$ cat config.mk
export PLATFORM = sky130hd
export DESIGN_NAME = key_hash_server_selector_unit
export DESIGN_NICKNAME = d
export VERILOG_FILES = /design/src/hdl/khss_pkg.sv /design/src/hdl/key_hash_server_selector_unit.sv /design/src/hdl/khss_crc_unit.sv /design/src/hdl/khss_mod_unit.sv
export SDC_FILE = /design/constraint.sdc
export NUM_CORES = 1
export LEC_CHECK = 0
export BUFFER_PORTS_ARGS = -buffer_cell sky130_fd_sc_hd__buf_4
export CELL_PAD_IN_SITES_DETAIL_PLACEMENT = 1
export CELL_PAD_IN_SITES_GLOBAL_PLACEMENT = 1
export CORE_MARGIN = 1
export CORE_UTILIZATION = 49
export DETAILED_ROUTE_END_ITERATION = 16
export PLACE_DENSITY_LB_ADDON = 0.1
export SKIP_LAST_GASP = 1
export SYNTH_ARGS = -nofsm -noshare
export SYNTH_HDL_FRONTEND = slang
export SYNTH_SLANG_ARGS = --single-unit
$ cat constraint.sdc
create_clock -name clk -period 3.55 [get_ports clk]
set_clock_uncertainty 0.2 [all_clocks]
set_input_delay 0.355 -clock clk [delete_from_list [all_inputs] [get_ports clk]]
set_output_delay 0.355 -clock clk [all_outputs]
set_load 0.05 [all_outputs]
$ cat src/hdl/khss_pkg.sv
// Shared types and constants for the key hash server selector.
`default_nettype none
package khss_pkg;

    localparam int SERVER_LIMIT = 16;
    localparam int SLOT_W       = 4;
    localparam int COUNT_W      = 5;
    localparam int HASH_W       = 32;

    localparam logic [31:0] CRC_POLY     = 32'hedb88320;
    localparam logic [31:0] CRC_INIT     = 32'hffffffff;
    localparam int          DEFAULT_LSB  = 16;
    localparam int          DEFAULT_BITS = 15;

    // Command codes carried in the input tuser field.
    localparam logic [1:0] CMD_KEY  = 2'd0;
    localparam logic [1:0] CMD_LIVE = 2'd1;
    localparam logic [1:0] CMD_DEAD = 2'd2;

    // Configuration register indexes.
    localparam logic CFG_SERVER_COUNT = 1'b0;
    localparam logic CFG_HASH_MODE    = 1'b1;

    typedef enum logic [3:0] {
        ST_IDLE  = 4'b0001,
        ST_DIV   = 4'b0010,
        ST_PROBE = 4'b0100,
        ST_HOLD  = 4'b1000
    } khss_state_t;

    // Status of the iterative remainder unit.
    typedef struct packed {
        logic              busy;
        logic              done;
        logic [SLOT_W-1:0] remainder;
    } khss_mod_status_t;

endpackage
`default_nettype wire

$ cat src/hdl/key_hash_server_selector_unit.sv
// Top level of the key hash server selector: stream ports, sequencer and probe.
`default_nettype none
// Key bytes arrive one per input transaction and are folded into a reflected
// CRC-32 in the same cycle, so a key streams in at one byte per clock. The
// final byte (tlast) starts the lookup: the hash (crc bits 30..16, or the
// whole crc in full mode; zero is taken as one) is reduced modulo the server
// count by a bit-serial remainder unit, which takes 32 bit steps and then
// hands the remainder over. Servers are then probed one per cycle from that
// slot upward with wrap, up to server_count servers, and the result is then
// moved into the output register. A final byte thus keeps the input not
// ready through the division and probing, and longer while the output
// register is still occupied; a count of zero skips the division and probing.
// Mark-live and mark-dead commands may arrive while a result still waits on
// the output. Configuration writes are always ready and should be made only
// while no lookup is in flight. No result is produced for plain key bytes,
// for live or dead marks, or for the unused command code.
module key_hash_server_selector_unit
(
    input  wire logic        clk,
    input  wire logic        rst_n,

    input  wire logic        s_axis_tvalid,
    output logic             s_axis_tready,
    input  wire logic [15:0] s_axis_tdata,   // key_byte[7:0], server_index[11:8], zero fill
    input  wire logic [1:0]  s_axis_tuser,   // cmd[1:0]
    input  wire logic        s_axis_tlast,   // last_byte

    output logic             m_axis_tvalid,
    input  wire logic        m_axis_tready,
    output logic      [39:0] m_axis_tdata,   // chosen_server[3:0], hash_value[35:4], zero fill
    output logic      [0:0]  m_axis_tuser,   // found[0]

    input  wire logic        cfg_valid,
    output logic             cfg_ready,
    input  wire logic [0:0]  cfg_index,
    input  wire logic [4:0]  cfg_data
);

    localparam int SW = khss_pkg::SLOT_W;
    localparam int CW = khss_pkg::COUNT_W;
    localparam int HW = khss_pkg::HASH_W;

    khss_pkg::khss_state_t state_reg, state_next;

    logic [CW-1:0]                     server_count_reg;
    logic                              hash_mode_reg;
    logic [khss_pkg::SERVER_LIMIT-1:0] live_reg, live_next;

    logic [HW-1:0] hash_reg, hash_next;
    logic [CW-1:0] n_reg, n_next;
    logic [SW-1:0] slot_reg, slot_next;
    logic [CW-1:0] tried_reg, tried_next;
    logic          res_found_reg, res_found_next;
    logic [SW-1:0] res_slot_reg, res_slot_next;

    logic          out_valid_reg, out_valid_next;
    logic          out_found_reg;
    logic [SW-1:0] out_slot_reg;
    logic [HW-1:0] out_hash_reg;
    logic          out_load;

    logic [7:0]    key_byte;
    logic [SW-1:0] server_index;
    logic [1:0]    cmd;
    logic          in_accept;
    logic          key_accept;
    logic          lookup_start;

    logic [HW-1:0] crc_final;
    logic [HW-1:0] hash_now;
    logic [HW-1:0] probe_key;
    logic [CW-1:0] eff_count;
    logic          mod_start;
    logic [CW-1:0] slot_inc;

    khss_pkg::khss_mod_status_t mod_status;

    assign key_byte     = s_axis_tdata[7:0];
    assign server_index = s_axis_tdata[11:8];
    assign cmd          = s_axis_tuser;

    assign s_axis_tready = (state_reg == khss_pkg::ST_IDLE);
    assign in_accept     = s_axis_tvalid && s_axis_tready;
    assign key_accept    = in_accept && (cmd == khss_pkg::CMD_KEY);
    assign lookup_start  = key_accept && s_axis_tlast;

    // Configuration registers.
    assign cfg_ready = 1'b1;

    always_ff @(posedge clk or negedge rst_n)
    begin
        if (!rst_n)
        begin
            server_count_reg <= '0;
            hash_mode_reg    <= 1'b0;
        end
        else if (cfg_valid && cfg_ready)
        begin
            case (cfg_index)
                khss_pkg::CFG_SERVER_COUNT: server_count_reg <= cfg_data;
                khss_pkg::CFG_HASH_MODE:    hash_mode_reg    <= cfg_data[0];
                default:                    ;
            endcase
        end
    end

    khss_crc_unit u_crc
    (
        .clk       (clk),
        .rst_n     (rst_n),
        .update    (key_accept),
        .restart   (s_axis_tlast),
        .key_byte  (key_byte),
        .crc_final (crc_final)
    );

    // The mode is sampled with the final byte.
    assign hash_now  = hash_mode_reg ? crc_final
                     : {{(HW - khss_pkg::DEFAULT_BITS){1'b0}},
                        crc_final[khss_pkg::DEFAULT_LSB +: khss_pkg::DEFAULT_BITS]};
    assign probe_key = (hash_now == '0) ? HW'(1) : hash_now;

    // Counts above the number of nameable servers saturate.
    assign eff_count = (server_count_reg > CW'(khss_pkg::SERVER_LIMIT))
                     ? CW'(khss_pkg::SERVER_LIMIT) : server_count_reg;

    assign mod_start = lookup_start && (eff_count != '0);

    khss_mod_unit u_mod
    (
        .clk      (clk),
        .rst_n    (rst_n),
        .start    (mod_start),
        .dividend (probe_key),
        .divisor  (eff_count),
        .status   (mod_status)
    );

    assign slot_inc = {1'b0, slot_reg} + CW'(1);

    // Sequencer: marks while idle, division, then one probe per cycle, then hand-off (a zero count skips to hand-off).
    always_comb
    begin
        state_next     = state_reg;
        live_next      = live_reg;
        hash_next      = hash_reg;
        n_next         = n_reg;
        slot_next      = slot_reg;
        tried_next     = tried_reg;
        res_found_next = res_found_reg;
        res_slot_next  = res_slot_reg;
        out_load       = 1'b0;

        case (state_reg)
            khss_pkg::ST_IDLE:
            begin
                if (in_accept && (cmd == khss_pkg::CMD_LIVE || cmd == khss_pkg::CMD_DEAD))
                begin
                    live_next[server_index] = (cmd == khss_pkg::CMD_LIVE);
                end
                if (lookup_start)
                begin
                    hash_next      = hash_now;
                    n_next         = eff_count;
                    res_found_next = 1'b0;
                    res_slot_next  = '0;
                    state_next     = (eff_count == '0) ? khss_pkg::ST_HOLD
                                                       : khss_pkg::ST_DIV;
                end
            end
            khss_pkg::ST_DIV:
            begin
                if (mod_status.done)
                begin
                    slot_next  = mod_status.remainder;
                    tried_next = '0;
                    state_next = khss_pkg::ST_PROBE;
                end
            end
            khss_pkg::ST_PROBE:
            begin
                if (live_reg[slot_reg])
                begin
                    res_found_next = 1'b1;
                    res_slot_next  = slot_reg;
                    state_next     = khss_pkg::ST_HOLD;
                end
                else
                begin
                    tried_next = tried_reg + CW'(1);
                    slot_next  = (slot_inc == n_reg) ? '0 : slot_inc[SW-1:0];
                    if (tried_reg + CW'(1) == n_reg)
                    begin
                        state_next = khss_pkg::ST_HOLD;
                    end
                end
            end
            khss_pkg::ST_HOLD:
            begin
                if (!out_valid_reg || m_axis_tready)
                begin
                    out_load   = 1'b1;
                    state_next = khss_pkg::ST_IDLE;
                end
            end
            default:
            begin
                state_next = khss_pkg::ST_IDLE;
            end
        endcase
    end

    always_comb
    begin
        out_valid_next = out_valid_reg;
        if (out_valid_reg && m_axis_tready)
        begin
            out_valid_next = 1'b0;
        end
        if (out_load)
        begin
            out_valid_next = 1'b1;
        end
    end

    always_ff @(posedge clk or negedge rst_n)
    begin
        if (!rst_n)
        begin
            state_reg     <= khss_pkg::ST_IDLE;
            live_reg      <= '1;
            out_valid_reg <= 1'b0;
        end
        else
        begin
            state_reg     <= state_next;
            live_reg      <= live_next;
            out_valid_reg <= out_valid_next;
        end
    end

    always_ff @(posedge clk)
    begin
        hash_reg      <= hash_next;
        n_reg         <= n_next;
        slot_reg      <= slot_next;
        tried_reg     <= tried_next;
        res_found_reg <= res_found_next;
        res_slot_reg  <= res_slot_next;
        if (out_load)
        begin
            out_found_reg <= res_found_reg;
            out_slot_reg  <= res_slot_reg;
            out_hash_reg  <= hash_reg;
        end
    end

    assign m_axis_tvalid = out_valid_reg;
    assign m_axis_tdata  = {4'b0, out_hash_reg, out_slot_reg};
    assign m_axis_tuser  = out_found_reg;

    // The remainder unit only runs while the sequencer waits on it.
    a_mod_in_div: assert property (@(posedge clk) disable iff (!rst_n)
        mod_status.busy |-> (state_reg == khss_pkg::ST_DIV))
        else $error("remainder unit busy outside the division phase");

    // Probing never looks past the active server count.
    a_probe_range: assert property (@(posedge clk) disable iff (!rst_n)
        (state_reg == khss_pkg::ST_PROBE) |-> ({1'b0, slot_reg} < n_reg && tried_reg < n_reg))
        else $error("probe slot or try count out of range");

    // A finished lookup waits while the output register is still occupied.
    a_hold_waits: assert property (@(posedge clk) disable iff (!rst_n)
        (state_reg == khss_pkg::ST_HOLD && out_valid_reg && !m_axis_tready)
        |=> (state_reg == khss_pkg::ST_HOLD && out_valid_reg))
        else $error("result overwrote a pending output transaction");

endmodule
`default_nettype wire

$ cat src/hdl/khss_crc_unit.sv
// CRC-32 accumulator that folds in one key byte per transaction.
`default_nettype none
module khss_crc_unit
(
    input  wire logic        clk,
    input  wire logic        rst_n,
    input  wire logic        update,
    input  wire logic        restart,
    input  wire logic [7:0]  key_byte,
    output logic      [31:0] crc_final
);

    logic [31:0] acc_reg;
    logic [31:0] acc_next;
    logic [31:0] crc_step;

    // Eight bit steps of the reflected CRC on one byte.
    always_comb
    begin
        logic [31:0] c;
        c = acc_reg ^ {24'b0, key_byte};
        for (int k = 0; k < 8; k++)
        begin
            if (c[0])
            begin
                c = (c >> 1) ^ khss_pkg::CRC_POLY;
            end
            else
            begin
                c = c >> 1;
            end
        end
        crc_step = c;
    end

    assign crc_final = ~crc_step;

    always_comb
    begin
        acc_next = acc_reg;
        if (update)
        begin
            acc_next = restart ? khss_pkg::CRC_INIT : crc_step;
        end
    end

    always_ff @(posedge clk or negedge rst_n)
    begin
        if (!rst_n)
        begin
            acc_reg <= khss_pkg::CRC_INIT;
        end
        else
        begin
            acc_reg <= acc_next;
        end
    end

endmodule
`default_nettype wire

$ cat src/hdl/khss_mod_unit.sv
// Bit-serial remainder unit: 32-bit dividend modulo a count of 1 to 16.
`default_nettype none
module khss_mod_unit
(
    input  wire logic                         clk,
    input  wire logic                         rst_n,
    input  wire logic                         start,
    input  wire logic [khss_pkg::HASH_W-1:0]  dividend,
    input  wire logic [khss_pkg::COUNT_W-1:0] divisor,
    output khss_pkg::khss_mod_status_t        status
);

    logic                         busy_reg, busy_next;
    logic                         done_reg, done_next;
    logic [4:0]                   cnt_reg, cnt_next;
    logic [khss_pkg::HASH_W-1:0]  quo_reg, quo_next;
    logic [khss_pkg::SLOT_W-1:0]  rem_reg, rem_next;
    logic [khss_pkg::COUNT_W-1:0] div_reg, div_next;
    logic [khss_pkg::COUNT_W-1:0] trial;

    // The remainder stays below the divisor, so one shifted-in bit
    // needs at most one subtraction.
    assign trial = {rem_reg, quo_reg[khss_pkg::HASH_W-1]};

    always_comb
    begin
        busy_next = busy_reg;
        done_next = 1'b0;
        cnt_next  = cnt_reg;
        quo_next  = quo_reg;
        rem_next  = rem_reg;
        div_next  = div_reg;
        if (start)
        begin
            busy_next = 1'b1;
            cnt_next  = 5'(khss_pkg::HASH_W - 1);
            quo_next  = dividend;
            rem_next  = '0;
            div_next  = divisor;
        end
        else if (busy_reg)
        begin
            quo_next = quo_reg << 1;
            if (trial >= div_reg)
            begin
                rem_next = khss_pkg::SLOT_W'(trial - div_reg);
            end
            else
            begin
                rem_next = khss_pkg::SLOT_W'(trial);
            end
            cnt_next = cnt_reg - 5'd1;
            if (cnt_reg == '0)
            begin
                busy_next = 1'b0;
                done_next = 1'b1;
            end
        end
    end

    always_ff @(posedge clk or negedge rst_n)
    begin
        if (!rst_n)
        begin
            busy_reg <= 1'b0;
            done_reg <= 1'b0;
            cnt_reg  <= '0;
        end
        else
        begin
            busy_reg <= busy_next;
            done_reg <= done_next;
            cnt_reg  <= cnt_next;
        end
    end

    always_ff @(posedge clk)
    begin
        quo_reg <= quo_next;
        rem_reg <= rem_next;
        div_reg <= div_next;
    end

    assign status.busy      = busy_reg;
    assign status.done      = done_reg;
    assign status.remainder = rem_reg;

endmodule
`default_nettype wire

==> flow_metrics.env <==
export IMPL_ctsHoldBuffers=7
export IMPL_dp_cells=989
export IMPL_grt_max_degree=67
export IMPL_worstHoldStart="cfg_valid"
export IMPL_n_antenna_cell=0
export IMPL_grtUsageMet2_pct=43.0
export IMPL_grt_usage_pct=23.7
export IMPL_max_cap_violations=0
export IMPL_firstDrtPassIters=10
export IMPL_die_area_um2=19200
export IMPL_antenna_found_initial=0
export IMPL_grt_pass1_wl_mm=34.1
export IMPL_io_pins=74
export IMPL_fillers=1785
export IMPL_worst_path_max_delay_cell="xnor2_1"
export IMPL_gp_congestion=0.837
export IMPL_report_final_slew_viol_count=0
export IMPL_drt_total_wl_mm=21.3
export IMPL_cts_setup_buffers=0
export IMPL_synth_area_top_cells="edfxtp_1, dfstp_2, xnor2_1, mux2_2, dfrtp_1"
export IMPL_die_h_um=138
export IMPL_regArea_um2=5550
export IMPL_postSynthAreaPerCell_um2=13.0
export IMPL_io_buffers=64
export IMPL_clock_sinks=195
export IMPL_p_per_area_nw_per_um2=1020
export IMPL_setup_viol=0
export IMPL_synthArstFlopShare_pct=33.8
export IMPL_use_met1_pct=27.9
export IMPL_layout_common_cells="edfxtp_1, buf_4, nand2_1"
export IMPL_rsz0062_at_grt="no"
export IMPL_multi_input_area_um2=3350
export IMPL_synth_edff_count=125
export IMPL_placedInstanceArea_um2=9920
export IMPL_setup_slack_ns=0.419
export IMPL_slew_headroom_pct=39.0
export IMPL_synth_top_area_share_pct=41.1
export IMPL_worst_path_max_fanout=11
export IMPL_rr_startpoint="u_crc.acc_reg[1]$_DFFE_PN1P_"
export IMPL_ctsResizeCount=0
export IMPL_failed_checks="DRC"
export IMPL_synth_seq_cells=195
export IMPL_final_area_um2=10600
export IMPL_syn_inst=702
export IMPL_tritoncts="built"
export IMPL_worst_r2r_setup_slack_ns=0.42
export IMPL_outcome="complete, but fails checks"
export IMPL_period_share_pct=88.2
export IMPL_die_w_um=138
export IMPL_synthAdderAreaFrac_pct=1.73
export IMPL_crit_chain="xnor2_1 > xor2_1 > buf_4 > xnor2_1 > xor2_1 > o21ai_0 > nand4_1 > nor3_1 > a31o_1"
export IMPL_grt_util_met3_pct=4.23
export IMPL_cts_clk_slew_worst_paths_ns=0.08
export IMPL_dp_slack_ns=0.366
export IMPL_r2r_end="u_mod.quo_reg[0]$_SDFFCE_PN0P_"
export IMPL_avgRoutedWirePerCell_um=20.7
export IMPL_grt_pass1_vias=6209
export IMPL_via_per_inst=5.40
export IMPL_row_count=49
export IMPL_finalSetupTns_ns=0
export IMPL_hold_viol=0
export IMPL_tightest_slew_ns=0.915
export IMPL_cts_buffers_inserted=17
export IMPL_crit_required_ns=3.54
export IMPL_endpoint_kind="flop"
export IMPL_drt_initial_drc_count=256
export IMPL_layout_nets=828
export IMPL_final_cells=1028
export IMPL_worstSkewPairLatency_ns=0.45
export IMPL_fmax_ghz=0.319
export IMPL_total_power_mw=10.9
export IMPL_holdWs_ns=0.0646
export IMPL_core_area_um2=18100
export IMPL_dp_hpwl_mm=14.7
export IMPL_post_route_util_pct=58.7
export IMPL_busiest_layer="met2"
export IMPL_synthXorXnorAreaFrac_pct=12.1
export IMPL_cts_max_level=4
export IMPL_cts_root_buf="clkbuf_16"
export IMPL_ys_warn_count=0
export IMPL_critPathKind="flop to flop"
export IMPL_worstRegToRegCells=9
export IMPL_layout_min_cycle_time_ns=3.13
export IMPL_initial_core_util_pct=50.5
export IMPL_slowest_delay_ns=0.65
export IMPL_drc=6
export IMPL_cts_max_path_buffers=2
export IMPL_crit_arrival_ns=3.12
export IMPL_synth_simple_gate_area_share_pct=10.2
export IMPL_num_vias=5550
export IMPL_hp_class="input port to flop"
export IMPL_grt_overflow_total=0
export IMPL_ant_nets=0
export IMPL_hold_end="hash_mode_reg$_DFFE_PN0P_"
export IMPL_netlist_area_um2=9130
export IMPL_synth_top_family_by_area="XOR/XNOR gates"
export IMPL_ys_seq_area_share_pct=60.8
export IMPL_cp_start_kind="flop"
export IMPL_synth_distinct_cells=58
export IMPL_muxShareOfSynthArea_pct=6.87
export IMPL_final_common_cell="edfxtp_1"
export IMPL_ys_flop_type="edfxtp_1"
export IMPL_p_leak_nw=4.19
export IMPL_worstHoldPathCells=3
export IMPL_yosysTopAreaCell="edfxtp_1"
export IMPL_synth_compound_area_share_pct=5.32
export IMPL_final_layout_size_suffix_gt1_share_pct=28.3
export IMPL_vdd_drop_max_mv=0.796
export IMPL_syn_to_final_growth_pct=16.4
[final cells by class]
cell class,count,share of cell area [%]
Tap cell,229,2.70
Inverter,28,0.990
Clock inverter,15,1.98
Timing Repair Buffer,91,6.60
Clock buffer,17,4.01
Multi-Input combinational cell,453,31.5
Sequential cell,195,52.2
[cell usage after synthesis, types with 6 or more instances]
cell,count
edfxtp_1,125
nand2_1,78
xnor2_1,56
nor2_1,52
dfstp_2,49
mux2_2,39
a21oi_1,38
xor2_1,32
inv_1,27
o21ai_0,27
and2_1,17
clkbuf_1,17
dfrtp_1,17
ha_1,11
nand3_1,10
nor2b_1,10
a21o_1,6
mux2i_1,6
nor3_1,6
xnor2_4,6
[worst max path at each step]
stage,start,to,depth (start not counted)
final,u_crc.acc_reg[1]$_DFFE_PN1P_,u_mod.quo_reg[0]$_SDFFCE_PN0P_,9
after global placement,s_axis_tdata[1],u_mod.quo_reg[0]$_SDFFCE_PN0P_,9
after detailed placement,s_axis_tdata[1],u_mod.quo_reg[0]$_SDFFCE_PN0P_,9
after global routing,u_crc.acc_reg[1]$_DFFE_PN1P_,u_mod.quo_reg[0]$_SDFFCE_PN0P_,8
after CTS,u_crc.acc_reg[1]$_DFFE_PN1P_,u_mod.quo_reg[0]$_SDFFCE_PN0P_,8
after floorplan,state_reg[0]$_DFFE_PN1P_,u_mod.quo_reg[0]$_SDFFCE_PN0P_,8
[where the power goes]
part,leakage [nW],internal [mW],switching [mW]
Sequential,1.94,3.37,0.343
Combinational,1.94,2.06,3.02
Clock,0.313,1.15,0.931
[critical path: cells and delay by family (launching register included)]
kind / cells / cell delay [ns]
xor+xnor: 4 / 1.40
compound gates: 2 / 0.47
flops: 1 / 0.38
buf+inv: 1 / 0.24
simple gates: 2 / 0.20
[kinds of logic (layout without fill, tap and decap cells)]
family | count (synthesis) | count (layout)
AOI/OAI and AO/OA | 85 | 85
other | 2 | 5
and+or+nand+nor | 199 | 199
adders and majority gates | 12 | 12
xor gates and xnor gates | 101 | 101
muxes | 51 | 51
buffers and inverters | 57 | 151
DFF | 195 | 195
[routing by layer]
| metal | part of all wire (%) | vias up |
|---|---|---|
| met1 | 41 | 2828 |
| met3 | 2.9 | 40 |
| met5 | 0 | - |
| li1 | - | 2587 |
| met4 | 2.6 | 0 |
| met2 | 54 | 95 |
(Power assumes the default switching activity.)
